`config.mk`:
```
export PLATFORM = sky130hd
export DESIGN_NAME = message_header_parser
export DESIGN_NICKNAME = d
export VERILOG_FILES = /design/src/hw/rtl/mhp_pkg.sv /design/src/hw/rtl/message_header_parser.sv /design/src/hw/rtl/mhp_cfg_regs.sv /design/src/hw/rtl/mhp_parse_core.sv /design/src/hw/rtl/mhp_out_buffer.sv
export SDC_FILE = /design/constraint.sdc
export NUM_CORES = 1
export LEC_CHECK = 0
export CAP_MARGIN = 10
export CORE_MARGIN = 2
export CORE_UTILIZATION = 26
export DETAILED_ROUTE_END_ITERATION = 10
export DONT_BUFFER_PORTS = 1
export PLACE_DENSITY = 0.41
export SYNTH_ARGS = -nofsm -noshare
export SYNTH_HDL_FRONTEND = slang
export SYNTH_SLANG_ARGS = --single-unit
```
`constraint.sdc`:
```
create_clock -name aclk -period 13.36 [get_ports aclk]
set_input_delay 0.668 -clock aclk [delete_from_list [all_inputs] [get_ports aclk]]
set_output_delay 0.668 -clock aclk [all_outputs]
set_load 0.1 [all_outputs]
```
`src/hw/rtl/mhp_pkg.sv`:
```
// Shared types, codes and helpers for the message header parser.
// Used by every module under hw/rtl; depends on nothing else.
`timescale 1ns / 1ps

package mhp_pkg;

    // Header layout and fixed payload sizes
    localparam int unsigned HDR_BYTES       = 5;
    localparam logic [2:0]  HDR_VER_HI      = 3'd0;
    localparam logic [2:0]  HDR_VER_LO      = 3'd1;
    localparam logic [2:0]  HDR_TYPE        = 3'd2;
    localparam logic [2:0]  HDR_LEN_HI      = 3'd3;
    localparam logic [2:0]  HDR_LEN_LO      = 3'd4;
    localparam logic [2:0]  HDR_DONE        = 3'd5;

    localparam logic [15:0] HELLO_REQ_LEN   = 16'd64;
    localparam logic [15:0] HELLO_RSP_LEN   = 16'd16 + 16'd96;
    localparam logic [15:0] ENC_DATA_MIN    = 16'd32;
    localparam logic [15:0] MAC_BYTES       = 16'd16;

    // Configuration register indexes
    typedef enum logic [2:0] {
        REG_EXPECTED_VERSION    = 3'd0,
        REG_TYPE_COUNT          = 3'd1,
        REG_MAX_PAYLOAD         = 3'd2,
        REG_HELLO_REQUEST_CODE  = 3'd3,
        REG_HELLO_RESPONSE_CODE = 3'd4,
        REG_ENCRYPTED_DATA_CODE = 3'd5
    } reg_index_t;

    // Configuration reset values
    localparam logic [15:0] RST_EXPECTED_VERSION    = 16'd1;
    localparam logic [7:0]  RST_TYPE_COUNT          = 8'd3;
    localparam logic [15:0] RST_MAX_PAYLOAD         = 16'd4096;
    localparam logic [7:0]  RST_HELLO_REQUEST_CODE  = 8'd0;
    localparam logic [7:0]  RST_HELLO_RESPONSE_CODE = 8'd1;
    localparam logic [7:0]  RST_ENCRYPTED_DATA_CODE = 8'd2;

    typedef enum logic [2:0] {
        ST_OK          = 3'd0,
        ST_SHORT_HDR   = 3'd1,
        ST_BAD_VERSION = 3'd2,
        ST_BAD_TYPE    = 3'd3,
        ST_INCOMPLETE  = 3'd4,
        ST_TOO_LONG    = 3'd5,
        ST_BAD_LENGTH  = 3'd6,
        ST_IN_PROGRESS = 3'd7
    } status_t;

    typedef enum logic [2:0] {
        SEC_OTHER      = 3'd0,
        SEC_PUBLIC_KEY = 3'd1,
        SEC_MAC        = 3'd2,
        SEC_ENC_KEY    = 3'd3,
        SEC_DATA       = 3'd4
    } section_t;

    typedef struct packed {
        logic [15:0] expected_version;
        logic [7:0]  type_count;
        logic [15:0] max_payload;
        logic [7:0]  hello_request_code;
        logic [7:0]  hello_response_code;
        logic [7:0]  encrypted_data_code;
    } cfg_t;

    typedef struct packed {
        status_t     status;
        logic [7:0]  msg_type;
        logic [15:0] body_len;
        logic [16:0] bytes_needed;
        logic [16:0] message_bytes;
        logic [7:0]  payload_byte;
        logic        payload_valid;
        section_t    section;
        logic [15:0] payload_offset;
        logic        last;
    } result_t;

    // Final verdict on a complete message; hello request wins over response,
    // response over encrypted data when codes coincide
    function automatic status_t final_status(input logic [15:0] len,
                                             input logic [7:0]  typ,
                                             input cfg_t        cfg);
        status_t st;
        st = ST_OK;
        if (len > cfg.max_payload) begin
            st = ST_TOO_LONG;
        end else if (typ == cfg.hello_request_code) begin
            st = (len != HELLO_REQ_LEN) ? ST_BAD_LENGTH : ST_OK;
        end else if (typ == cfg.hello_response_code) begin
            st = (len != HELLO_RSP_LEN) ? ST_BAD_LENGTH : ST_OK;
        end else if (typ == cfg.encrypted_data_code) begin
            st = (len < ENC_DATA_MIN) ? ST_BAD_LENGTH : ST_OK;
        end
        return st;
    endfunction

    // Section tag of a payload byte by its offset
    function automatic section_t section_of(input logic [15:0] off,
                                            input logic [7:0]  typ,
                                            input cfg_t        cfg);
        section_t sec;
        sec = SEC_OTHER;
        if (typ == cfg.hello_request_code) begin
            sec = SEC_PUBLIC_KEY;
        end else if (typ == cfg.hello_response_code) begin
            sec = (off < MAC_BYTES) ? SEC_MAC : SEC_ENC_KEY;
        end else if (typ == cfg.encrypted_data_code) begin
            sec = (off < MAC_BYTES) ? SEC_MAC : SEC_DATA;
        end
        return sec;
    endfunction

endpackage

```
`src/hw/rtl/message_header_parser.sv`:
```
// Message header parser top level: one byte per cycle, results through a
// two-entry output buffer. Each result is registered into that buffer
// when its byte is accepted. Throughput: one byte every cycle while m_ready is high;
// a single comparison step per byte bounds the rate. Synchronous active-low
// reset clears parse state, empties the buffer and loads register defaults.
`timescale 1ns / 1ps

module message_header_parser (
    input  logic        aclk,
    input  logic        aresetn,
    // Configuration writes
    input  logic        cfg_we,
    input  logic [2:0]  cfg_addr,
    input  logic [15:0] cfg_wdata,
    // Byte input
    input  logic        s_valid,
    output logic        s_ready,
    input  logic [7:0]  s_data_byte,
    input  logic        s_buffer_end,
    // Result output
    output logic        m_valid,
    input  logic        m_ready,
    output logic [2:0]  m_status,
    output logic [7:0]  m_msg_type,
    output logic [15:0] m_body_len,
    output logic [16:0] m_bytes_needed,
    output logic [16:0] m_message_bytes,
    output logic [7:0]  m_payload_byte,
    output logic        m_payload_valid,
    output logic [2:0]  m_section,
    output logic [15:0] m_payload_offset,
    output logic        m_last
);
    import mhp_pkg::*;

    cfg_t    cfg;
    result_t res;
    result_t head;
    logic    res_push;
    logic    accept;

    assign accept = s_valid && s_ready;

    mhp_cfg_regs u_cfg (
        .aclk      (aclk),
        .aresetn   (aresetn),
        .cfg_we    (cfg_we),
        .cfg_addr  (cfg_addr),
        .cfg_wdata (cfg_wdata),
        .cfg       (cfg)
    );

    mhp_parse_core u_core (
        .aclk       (aclk),
        .aresetn    (aresetn),
        .cfg        (cfg),
        .accept     (accept),
        .data_byte  (s_data_byte),
        .buffer_end (s_buffer_end),
        .res_push   (res_push),
        .res        (res)
    );

    mhp_out_buffer u_obuf (
        .aclk      (aclk),
        .aresetn   (aresetn),
        .push      (res_push),
        .push_data (res),
        .can_push  (s_ready),
        .m_valid   (m_valid),
        .m_ready   (m_ready),
        .head      (head)
    );

    // Unpack the head result onto the ports
    assign m_status         = head.status;
    assign m_msg_type       = head.msg_type;
    assign m_body_len       = head.body_len;
    assign m_bytes_needed   = head.bytes_needed;
    assign m_message_bytes  = head.message_bytes;
    assign m_payload_byte   = head.payload_byte;
    assign m_payload_valid  = head.payload_valid;
    assign m_section        = head.section;
    assign m_payload_offset = head.payload_offset;
    assign m_last           = head.last;

endmodule

```
`src/hw/rtl/mhp_cfg_regs.sv`:
```
// Configuration register bank of the message header parser.
// Depends on mhp_pkg for the register indexes and reset values.
`timescale 1ns / 1ps

module mhp_cfg_regs (
    input  logic           aclk,
    input  logic           aresetn,
    input  logic           cfg_we,
    input  logic [2:0]     cfg_addr,
    input  logic [15:0]    cfg_wdata,
    output mhp_pkg::cfg_t  cfg
);
    import mhp_pkg::*;

    cfg_t cfg_reg;

    // Write one register per enabled cycle; unknown indexes are ignored
    always_ff @(posedge aclk) begin
        if (!aresetn) begin
            cfg_reg.expected_version    <= RST_EXPECTED_VERSION;
            cfg_reg.type_count          <= RST_TYPE_COUNT;
            cfg_reg.max_payload         <= RST_MAX_PAYLOAD;
            cfg_reg.hello_request_code  <= RST_HELLO_REQUEST_CODE;
            cfg_reg.hello_response_code <= RST_HELLO_RESPONSE_CODE;
            cfg_reg.encrypted_data_code <= RST_ENCRYPTED_DATA_CODE;
        end else if (cfg_we) begin
            case (cfg_addr)
                REG_EXPECTED_VERSION:    cfg_reg.expected_version    <= cfg_wdata;
                REG_TYPE_COUNT:          cfg_reg.type_count          <= cfg_wdata[7:0];
                REG_MAX_PAYLOAD:         cfg_reg.max_payload         <= cfg_wdata;
                REG_HELLO_REQUEST_CODE:  cfg_reg.hello_request_code  <= cfg_wdata[7:0];
                REG_HELLO_RESPONSE_CODE: cfg_reg.hello_response_code <= cfg_wdata[7:0];
                REG_ENCRYPTED_DATA_CODE: cfg_reg.encrypted_data_code <= cfg_wdata[7:0];
                default: ;
            endcase
        end
    end

    assign cfg = cfg_reg;

endmodule

```
`src/hw/rtl/mhp_parse_core.sv`:
```
// Per-byte parse step: header/payload state and result formation.
// Depends on mhp_pkg for the status and section codes and check functions.
`timescale 1ns / 1ps

module mhp_parse_core (
    input  logic              aclk,
    input  logic              aresetn,
    input  mhp_pkg::cfg_t     cfg,
    input  logic              accept,
    input  logic [7:0]        data_byte,
    input  logic              buffer_end,
    output logic              res_push,
    output mhp_pkg::result_t  res
);
    import mhp_pkg::*;

    logic [2:0]  header_index_reg, header_index_next;
    logic        version_ok_reg,   version_ok_next;
    logic [7:0]  type_held_reg,    type_held_next;
    logic [15:0] length_held_reg,  length_held_next;
    logic [15:0] payload_count_reg, payload_count_next;
    logic        discarding_reg,   discarding_next;

    logic        res_valid;
    result_t     res_c;
    status_t     st;
    logic        good;
    logic [15:0] pc_inc;

    // Parse one byte against the held state
    always_comb begin
        header_index_next  = header_index_reg;
        version_ok_next    = version_ok_reg;
        type_held_next     = type_held_reg;
        length_held_next   = length_held_reg;
        payload_count_next = payload_count_reg;
        discarding_next    = discarding_reg;
        res_valid          = 1'b0;
        res_c              = '0;
        st                 = ST_OK;
        good               = 1'b0;
        pc_inc             = payload_count_reg + 16'd1;

        if (discarding_reg) begin
            // Drop bytes until the buffer ends
            if (buffer_end) begin
                discarding_next   = 1'b0;
                header_index_next = HDR_VER_HI;
            end
        end else if (header_index_reg != HDR_DONE) begin
            // Collect header fields
            case (header_index_reg)
                HDR_VER_HI: version_ok_next =
                    (data_byte == cfg.expected_version[15:8]);
                HDR_VER_LO: if (data_byte != cfg.expected_version[7:0]) begin
                    version_ok_next = 1'b0;
                end
                HDR_TYPE:   type_held_next = data_byte;
                HDR_LEN_HI: length_held_next = {data_byte, 8'd0};
                default:    length_held_next = {length_held_reg[15:8], data_byte};
            endcase

            if (header_index_reg != HDR_LEN_LO) begin
                header_index_next = header_index_reg + 3'd1;
                if (buffer_end) begin
                    res_valid         = 1'b1;
                    res_c.status      = ST_SHORT_HDR;
                    res_c.last        = 1'b1;
                    header_index_next = HDR_VER_HI;
                end
            end else begin
                header_index_next  = HDR_DONE;
                payload_count_next = '0;
                res_c.msg_type     = type_held_reg;
                res_c.body_len     = length_held_next;
                priority if (!version_ok_next) begin
                    st        = ST_BAD_VERSION;
                    res_valid = 1'b1;
                end else if (type_held_reg >= cfg.type_count) begin
                    st        = ST_BAD_TYPE;
                    res_valid = 1'b1;
                end else if (length_held_next == 16'd0) begin
                    st        = final_status(length_held_next, type_held_reg, cfg);
                    res_valid = 1'b1;
                end else if (buffer_end) begin
                    res_valid          = 1'b1;
                    res_c.status       = ST_INCOMPLETE;
                    res_c.bytes_needed = {1'b0, length_held_next};
                    res_c.last         = 1'b1;
                    header_index_next  = HDR_VER_HI;
                end else begin
                    // Payload follows; no result yet
                    res_valid = 1'b0;
                end
                // Close out the message on a header-only verdict
                if (res_valid && !(buffer_end && length_held_next != 16'd0
                        && version_ok_next && type_held_reg < cfg.type_count)) begin
                    res_c.status = st;
                    if (st == ST_OK) begin
                        res_c.message_bytes = {1'b0, length_held_next} + 17'(HDR_BYTES);
                    end
                    res_c.last        = 1'b1;
                    header_index_next = HDR_VER_HI;
                    discarding_next   = (st != ST_OK) && !buffer_end;
                end
            end
        end else begin
            // Payload byte
            payload_count_next = pc_inc;
            st   = final_status(length_held_reg, type_held_reg, cfg);
            good = (st == ST_OK);
            res_c.msg_type = type_held_reg;
            res_c.body_len = length_held_reg;
            if (good) begin
                res_c.payload_byte   = data_byte;
                res_c.payload_valid  = 1'b1;
                res_c.section        = section_of(payload_count_reg, type_held_reg, cfg);
                res_c.payload_offset = payload_count_reg;
            end
            priority if (pc_inc >= length_held_reg || pc_inc == 16'd0) begin
                res_valid    = 1'b1;
                res_c.status = st;
                if (good) begin
                    res_c.message_bytes = {1'b0, length_held_reg} + 17'(HDR_BYTES);
                end
                res_c.last        = 1'b1;
                header_index_next = HDR_VER_HI;
                discarding_next   = !good && !buffer_end;
            end else if (buffer_end) begin
                res_valid          = 1'b1;
                res_c.status       = ST_INCOMPLETE;
                res_c.bytes_needed = {1'b0, length_held_reg - pc_inc};
                res_c.last         = 1'b1;
                header_index_next  = HDR_VER_HI;
            end else if (good) begin
                res_valid    = 1'b1;
                res_c.status = ST_IN_PROGRESS;
            end else begin
                // Drop a byte of a message that will be rejected
                res_valid = 1'b0;
            end
        end
    end

    // Advance state on each accepted transaction
    always_ff @(posedge aclk) begin
        if (!aresetn) begin
            header_index_reg  <= HDR_VER_HI;
            version_ok_reg    <= 1'b0;
            type_held_reg     <= '0;
            length_held_reg   <= '0;
            payload_count_reg <= '0;
            discarding_reg    <= 1'b0;
        end else if (accept) begin
            header_index_reg  <= header_index_next;
            version_ok_reg    <= version_ok_next;
            type_held_reg     <= type_held_next;
            length_held_reg   <= length_held_next;
            payload_count_reg <= payload_count_next;
            discarding_reg    <= discarding_next;
        end
    end

    assign res_push = accept && res_valid;
    assign res      = res_c;

endmodule

```
`src/hw/rtl/mhp_out_buffer.sv`:
```
// Two-entry result buffer that parts the parse step from the result channel.
// Depends on mhp_pkg for the result record type.
`timescale 1ns / 1ps

module mhp_out_buffer (
    input  logic              aclk,
    input  logic              aresetn,
    input  logic              push,
    input  mhp_pkg::result_t  push_data,
    output logic              can_push,
    output logic              m_valid,
    input  logic              m_ready,
    output mhp_pkg::result_t  head
);
    import mhp_pkg::*;

    logic [1:0] count_reg, count_next;
    result_t    slot0_reg, slot0_next;
    result_t    slot1_reg, slot1_next;
    logic       pop;

    assign pop      = m_valid && m_ready;
    assign can_push = (count_reg != 2'd2);
    assign m_valid  = (count_reg != 2'd0);
    assign head     = slot0_reg;

    // Shift the queue toward the head slot
    always_comb begin
        count_next = count_reg;
        slot0_next = slot0_reg;
        slot1_next = slot1_reg;
        if (pop) begin
            slot0_next = slot1_reg;
        end
        if (push) begin
            if ((count_reg == 2'd0) || (count_reg == 2'd1 && pop)) begin
                slot0_next = push_data;
            end else begin
                slot1_next = push_data;
            end
        end
        count_next = count_reg + {1'b0, push} - {1'b0, pop};
    end

    // Hold count and payload slots
    always_ff @(posedge aclk) begin
        if (!aresetn) begin
            count_reg <= 2'd0;
        end else begin
            count_reg <= count_next;
        end
        slot0_reg <= slot0_next;
        slot1_reg <= slot1_next;
    end

endmodule
```
Word level (Yosys, flattened, before mapping)
Index checks and enable logic that the tools add are counted.
- $add $sub $neg: 7
- multiply operators: 0
- divide/modulo/power cells: 0
- order comparisons: 8
- equal/unequal tests: 22
- shifts and indexed selects: 0
- multiplexer cells: 101
- bitwise logic cells: 2
- reductions and logical operators: 36
- operators by type and width (cell ; count):
    $mux 90 ; 4
    $mux 3 ; 46
    $mux 17 ; 8
    $mux 16 ; 6
    $ne 16x7->1 const B ; 4
    $mux 61 ; 1
    $mux 58 ; 1
    $mux 28 ; 2
    $add 16x3->17 const B ; 2
    $eq 8x8->1 ; 4
    $gt 16x16->1 ; 2
    $logic_not 16->1 ; 2
    $lt 16x6->1 const B ; 2
    $pmux 16 s2 ; 1
    $mux 1 ; 31
    $add 16x1->16 const B ; 1
    $ge 16x16->1 ; 1
    $lt 16x5->1 const B ; 1
    $reduce_bool 16->1 ; 1
    $sub 16x16->16 ; 1
    $reduce_and 2->1 ; 7
    $eq 3x2->1 const B ; 4
    $logic_not 3->1 ; 4
    $logic_and 1x1->1 ; 10
    21 further kinds ; 30
- flip-flop bits (word level): 291
- latch bits: 0
- bits in writable memories: 0
- ROM bits: 0
- input port bits: 33
- output and inout port bits: 92
- word-level logic and storage cells: 209
- memories kept: 0

Logic depth before layout (Yosys ltp)
- word-level depth: 25
- depth in mapped cells: 18

Hierarchy
From an unflattened synthesis, not the netlist that was laid out.
- cell total of the unflattened synthesis: 1536
- area, all modules: 15707.6 sq um
- modules (own cells, without submodules) (module ; instances ; cells an instance ; area an instance (sq um) ; sequential area each (sq um)):
    mhp_out_buffer ; 1 ; 397 ; 6801.5 ; 4544.4
    mhp_parse_core ; 1 ; 904 ; 6482.5 ; 900.9
    mhp_cfg_regs ; 1 ; 234 ; 2417.3 ; 1281.2
    message_header_parser ; 1 ; 1 ; 6.3 ; 0.0

Worst setup path before layout
Ideal clock, no wire load.
- path kind: reg-to-reg
- from: register u_core.payload_count_reg[0]
- to: register u_obuf.slot1_reg[0] (netlist bit) (enable)
- arrival time: 7.264 ns
- required time: 12.812 ns
- path slack: 5.549 ns
- cell stages (with the launch flop): 15
- path buffers: 1
- clock period less this slack: 7.811 ns
- cell sequence: dfxtp_1 ha_1 nand3_1 or3_1 and2_1 ha_1 or2_2 a21oi_1 a311oi_1 a211oi_1 o221a_2 or4_1 buf_2 o311a_1 nor2b_1
- word-level cells in the longest chain between the ends: 8
- elaborated cells on any way between the ends: 9
- ends and longest elaborated chain (item ; line ; text):
    start: declaration ; mhp_parse_core.sv:21 ; logic [15:0] payload_count_reg, payload_count_next;
    start signal: assignment ; mhp_parse_core.sv:159 ; payload_count_reg <= payload_count_next;
    $add 16x1->16 * ; mhp_parse_core.sv:42 ; pc_inc = payload_count_reg + 16'd1;
    $ge 16x16->1 or $logic_not 16->1 (tied branches) ; mhp_parse_core.sv:120 ; priority if (pc_inc >= length_held_reg || pc_inc == 16'd0) begin
    $logic_or 1x1->1 * ; mhp_parse_core.sv:120 ;
    $mux 1 * ; mhp_parse_core.sv:120 ;
    $mux 1 * ; mhp_parse_core.sv:50 ; end else if (header_index_reg != HDR_DONE) begin
    $mux 1 * ; mhp_parse_core.sv:44 ; if (discarding_reg) begin
    $logic_and 1x1->1 * ; mhp_parse_core.sv:164 ; assign res_push = accept && res_valid;
    $reduce_and 2->1 (no source line) * ; -- ;
    end signal: assignment ; mhp_out_buffer.sv:53 ; slot1_reg <= slot1_next;
    end: declaration ; mhp_out_buffer.sv:19 ; result_t slot1_reg, slot1_next;
Every way passes the cells marked *; elsewhere a longest branch is shown, timed or not.
A chain may end at the register's enable or synchronous reset.

==> metrics <==
result of the run finished clean; average detailed-routed wire length per instance 21.8 µm; required time worst endpoint 13.78 ns; Lkg Pwr 6.57 nW; R2R Path End u_obuf.head[37]; slew at the pin closest to its max-slew limit 1.18 ns; area overhead of the layout relative to synthesis 12.3%; fraction of synthesis flops using an asynchronous set or reset pin 0%; Worst R2R Setup Slack 7.71 ns; WHS 0.195 ns; final cell count without fillers 2412; maximum level of the CTS H-tree 2; fin crit period 5.65 ns; share of layout cells above drive strength 1 9.58%; initial core utilization 26.2%; number of cells upsized or downsized after cts 0; num rows 89; total placed cells including tap cells 2348; post-synth design cell area 0.0154 mm²; post-DR vias/cell 5.01; Crit. Startpoint u_core.payload_count_reg[0]; final wirelength 52600 µm; crit-path max FO 40; number of top-level pins 125; residual antenna-violating net count after detailed routing 0; number of DRC markers after the initial detailed-route iteration 910; worst slack at placement 7.72 ns; number of post-CTS setup repair buffers 0; worst-case vdd ir drop 255 µV; maximum operating frequency 177 MHz; TritonCTS clock tree yes; die area 0.0610 mm²; number of flip-flops and latches in the synthesized netlist 290; category of the critical setup timing path register to register; vias in the first global route 11.6k; number of antenna violations at the first check in global routing 2; Nets 1710; hold buffer count at cts 0; number of failing hold endpoints at the final stage 0; Port-buffer cells 0; crit path capture type register; Clock Pin Slew Worst Setup and Hold Paths 0.07 ns; Final HPWL DP 37700 µm; die extent in y 247 µm; number of max-slew violations in the final report 0; Worst Slack Setup Final 7.71 ns; clock skew after layout 0.0298 ns; Yosys warnings 0; core area 0.0587 mm²; routability-driven placement congestion ratio 0.904; number of buffers between clock root and the deepest sink 3; kind of start point of the critical path register; wire length of the first global-routing pass 77900 µm; Final Total Pwr 3.67 mW; Largest register FFs 90; number of max-cap violations 0; clock latency of the later-clocked register in the worst-skew pair 0.56 ns; Root Buffer Master sky130_fd_sc_hd__clkbuf_16; Worst Hold Class primary input to register; global routing usage summed across all routing layers 17.1%; most used flip-flop cell after synthesis sky130_fd_sc_hd__dfxtp_1; drt first pass iters 5; floorplan die width 247 µm; post-synthesis cell count 1659; final-report setup violation count 0; Worst Reg-to-Reg Cells 15; r2r startpoint u_core.payload_count_reg[0]; number of flops mapped to enable cells by yosys 89; Max-Slew Margin vs Limit 20.7%; post-synthesis sequential area ratio 43.6%; via total after detailed routing 12.1k; overall overflow remaining after global route 0; RSZ-0062 raised after global routing no; clk sink count 290; number of buffers added by the clock tree synthesis step 35; setup TNS after final layout 0 ns; synthesized net count 1757; power density cells 213 mW/mm²; average instance area after synthesis 9.26 µm²; Distinct cells, synth 77; capturing element of the worst setup path u_obuf.head[37]; post-detailed-route DRC marker count 0; largest net degree at the start of global routing 65; arrival time worst endpoint 6.06 ns; post-route clock period utilization 42.3%
-- final cells by class --
cell class                      count  area, µm²
Antenna cell                        1       2.50
Clock buffer                       51       1020
Clock inverter                     12        133
Fill cell                        6147      41400
Inverter                           69        259
Multi-Input combinational cell   1195       8010
Sequential cell                   290       6700
Tap cell                          773        967
Timing Repair Buffer               21        158
-- critical path, cell delays in order (launching register included) --
cell,delay [ns]
sky130_fd_sc_hd__dfxtp_1,0.50
sky130_fd_sc_hd__ha_1,0.27
sky130_fd_sc_hd__nand3_1,0.22
sky130_fd_sc_hd__or3_1,0.38
sky130_fd_sc_hd__and2_1,0.21
sky130_fd_sc_hd__ha_1,0.34
sky130_fd_sc_hd__or2_2,0.32
sky130_fd_sc_hd__a21oi_1,0.24
sky130_fd_sc_hd__a311oi_1,0.09
sky130_fd_sc_hd__a211oi_1,0.47
sky130_fd_sc_hd__o221a_2,0.47
sky130_fd_sc_hd__or4_1,0.57
sky130_fd_sc_hd__buf_4,0.50
sky130_fd_sc_hd__nand2_2,0.07
sky130_fd_sc_hd__buf_4,0.31
sky130_fd_sc_hd__mux2_1,0.42
-- cells in the mapped netlist (all sizes together), types with 41 or more instances --
cell	number	area, µm²
xnor2	51	447
dfxtp	201	4020
a21oi	101	509
mux2i	92	921
and2	41	257
edfxtp	89	2670
mux2	50	563
inv	69	259
nand3	77	385
nor2	117	514
nand2	191	717
ha	64	801
o21ai	88	444
clkbuf	88	330
-- report_power, final --
| group | switching [mW] | internal, mW | total (mW) |
|---|---|---|---|
| Sequential | 0.872 | 1.06 | 1.93 |
| Clock | 0.388 | 0.570 | 0.958 |
| Combinational | 0.458 | 0.321 | 0.779 |
| Total | 1.72 | 1.95 | 3.67 |
-- layout by cell type, fill, tap and decap left out, types with 8 or more instances in the layout --
cell type,Yosys,routed
sky130_fd_sc_hd__and3_1,9,9
sky130_fd_sc_hd__clkbuf_8,0,8
sky130_fd_sc_hd__o21ai_0,85,85
sky130_fd_sc_hd__nand4_1,27,27
sky130_fd_sc_hd__buf_4,0,21
sky130_fd_sc_hd__xor2_1,32,32
sky130_fd_sc_hd__nand2b_1,8,8
sky130_fd_sc_hd__clkbuf_1,88,8
sky130_fd_sc_hd__a22o_1,8,8
sky130_fd_sc_hd__xnor2_1,51,51
sky130_fd_sc_hd__mux2i_1,92,92
sky130_fd_sc_hd__nor4_1,13,13
sky130_fd_sc_hd__and2_1,41,41
sky130_fd_sc_hd__inv_1,67,67
sky130_fd_sc_hd__nand2_1,191,189
sky130_fd_sc_hd__clkbuf_16,0,35
sky130_fd_sc_hd__dfxtp_1,201,201
sky130_fd_sc_hd__nor3_1,30,28
sky130_fd_sc_hd__mux2_1,11,11
sky130_fd_sc_hd__o21a_1,8,8
sky130_fd_sc_hd__a211oi_1,16,16
sky130_fd_sc_hd__a21oi_1,100,100
sky130_fd_sc_hd__nand3_1,77,77
sky130_fd_sc_hd__a21o_1,18,18
sky130_fd_sc_hd__nor2b_1,14,13
sky130_fd_sc_hd__edfxtp_1,89,89
sky130_fd_sc_hd__mux2_2,39,39
sky130_fd_sc_hd__ha_1,64,64
sky130_fd_sc_hd__o211ai_1,11,11
sky130_fd_sc_hd__or3_1,8,8
sky130_fd_sc_hd__a22oi_1,16,16
sky130_fd_sc_hd__nor2_1,107,106
sky130_fd_sc_hd__nor2_4,10,10
-- cell families after synthesis --
kind of cell / count (synthesis) / share of synthesized area (%)
xor gates and xnor gates: 83 / 4.73
AOI/OAI and AO/OA: 335 / 13.9
DFF: 290 / 43.6
buffers and inverters: 174 / 4.41
adders and majority gates: 66 / 5.41
muxes: 142 / 9.66
and+or+nand+nor: 569 / 18.3
-- stage by stage --
stage	util (%)	cell area, µm²
3_3_place_gp	27.4	16100
5_1_grt	29.4	17200
6_report	29.4	17200
4_1_cts	29.4	17200
2_1_floorplan	-	15400
3_5_place_dp	27.4	16100
-- how the worst min path moves through the flow --
stage | start | endpoint | cells after the start
floorplan | u_cfg.cfg[27] | u_cfg.cfg[27] | 2
global placement | u_cfg.cfg[35] | u_cfg.cfg[35] | 2
detailed placement | u_cfg.cfg[37] | u_cfg.cfg[37] | 2
CTS | aresetn | u_cfg.cfg[40] | 1
global route | aresetn | u_cfg.cfg[8] | 1
finish | aresetn | u_cfg.cfg[1] | 1
-- routing by layer --
metal | GRT usage (%) | wire [µm] | vias up | share of wire (%)
li1 | - | - | 5840 | -
met1 | 22.5 | 23600 | 5858 | 45
met2 | 27.6 | 24400 | 295 | 46
met3 | 3.49 | 2750 | 84 | 5.2
met4 | 6.36 | 1800 | 2 | 3.4
met5 | 0 | 13 | - | 0.025
No activity file was read; power rests on OpenSTA's default activity.
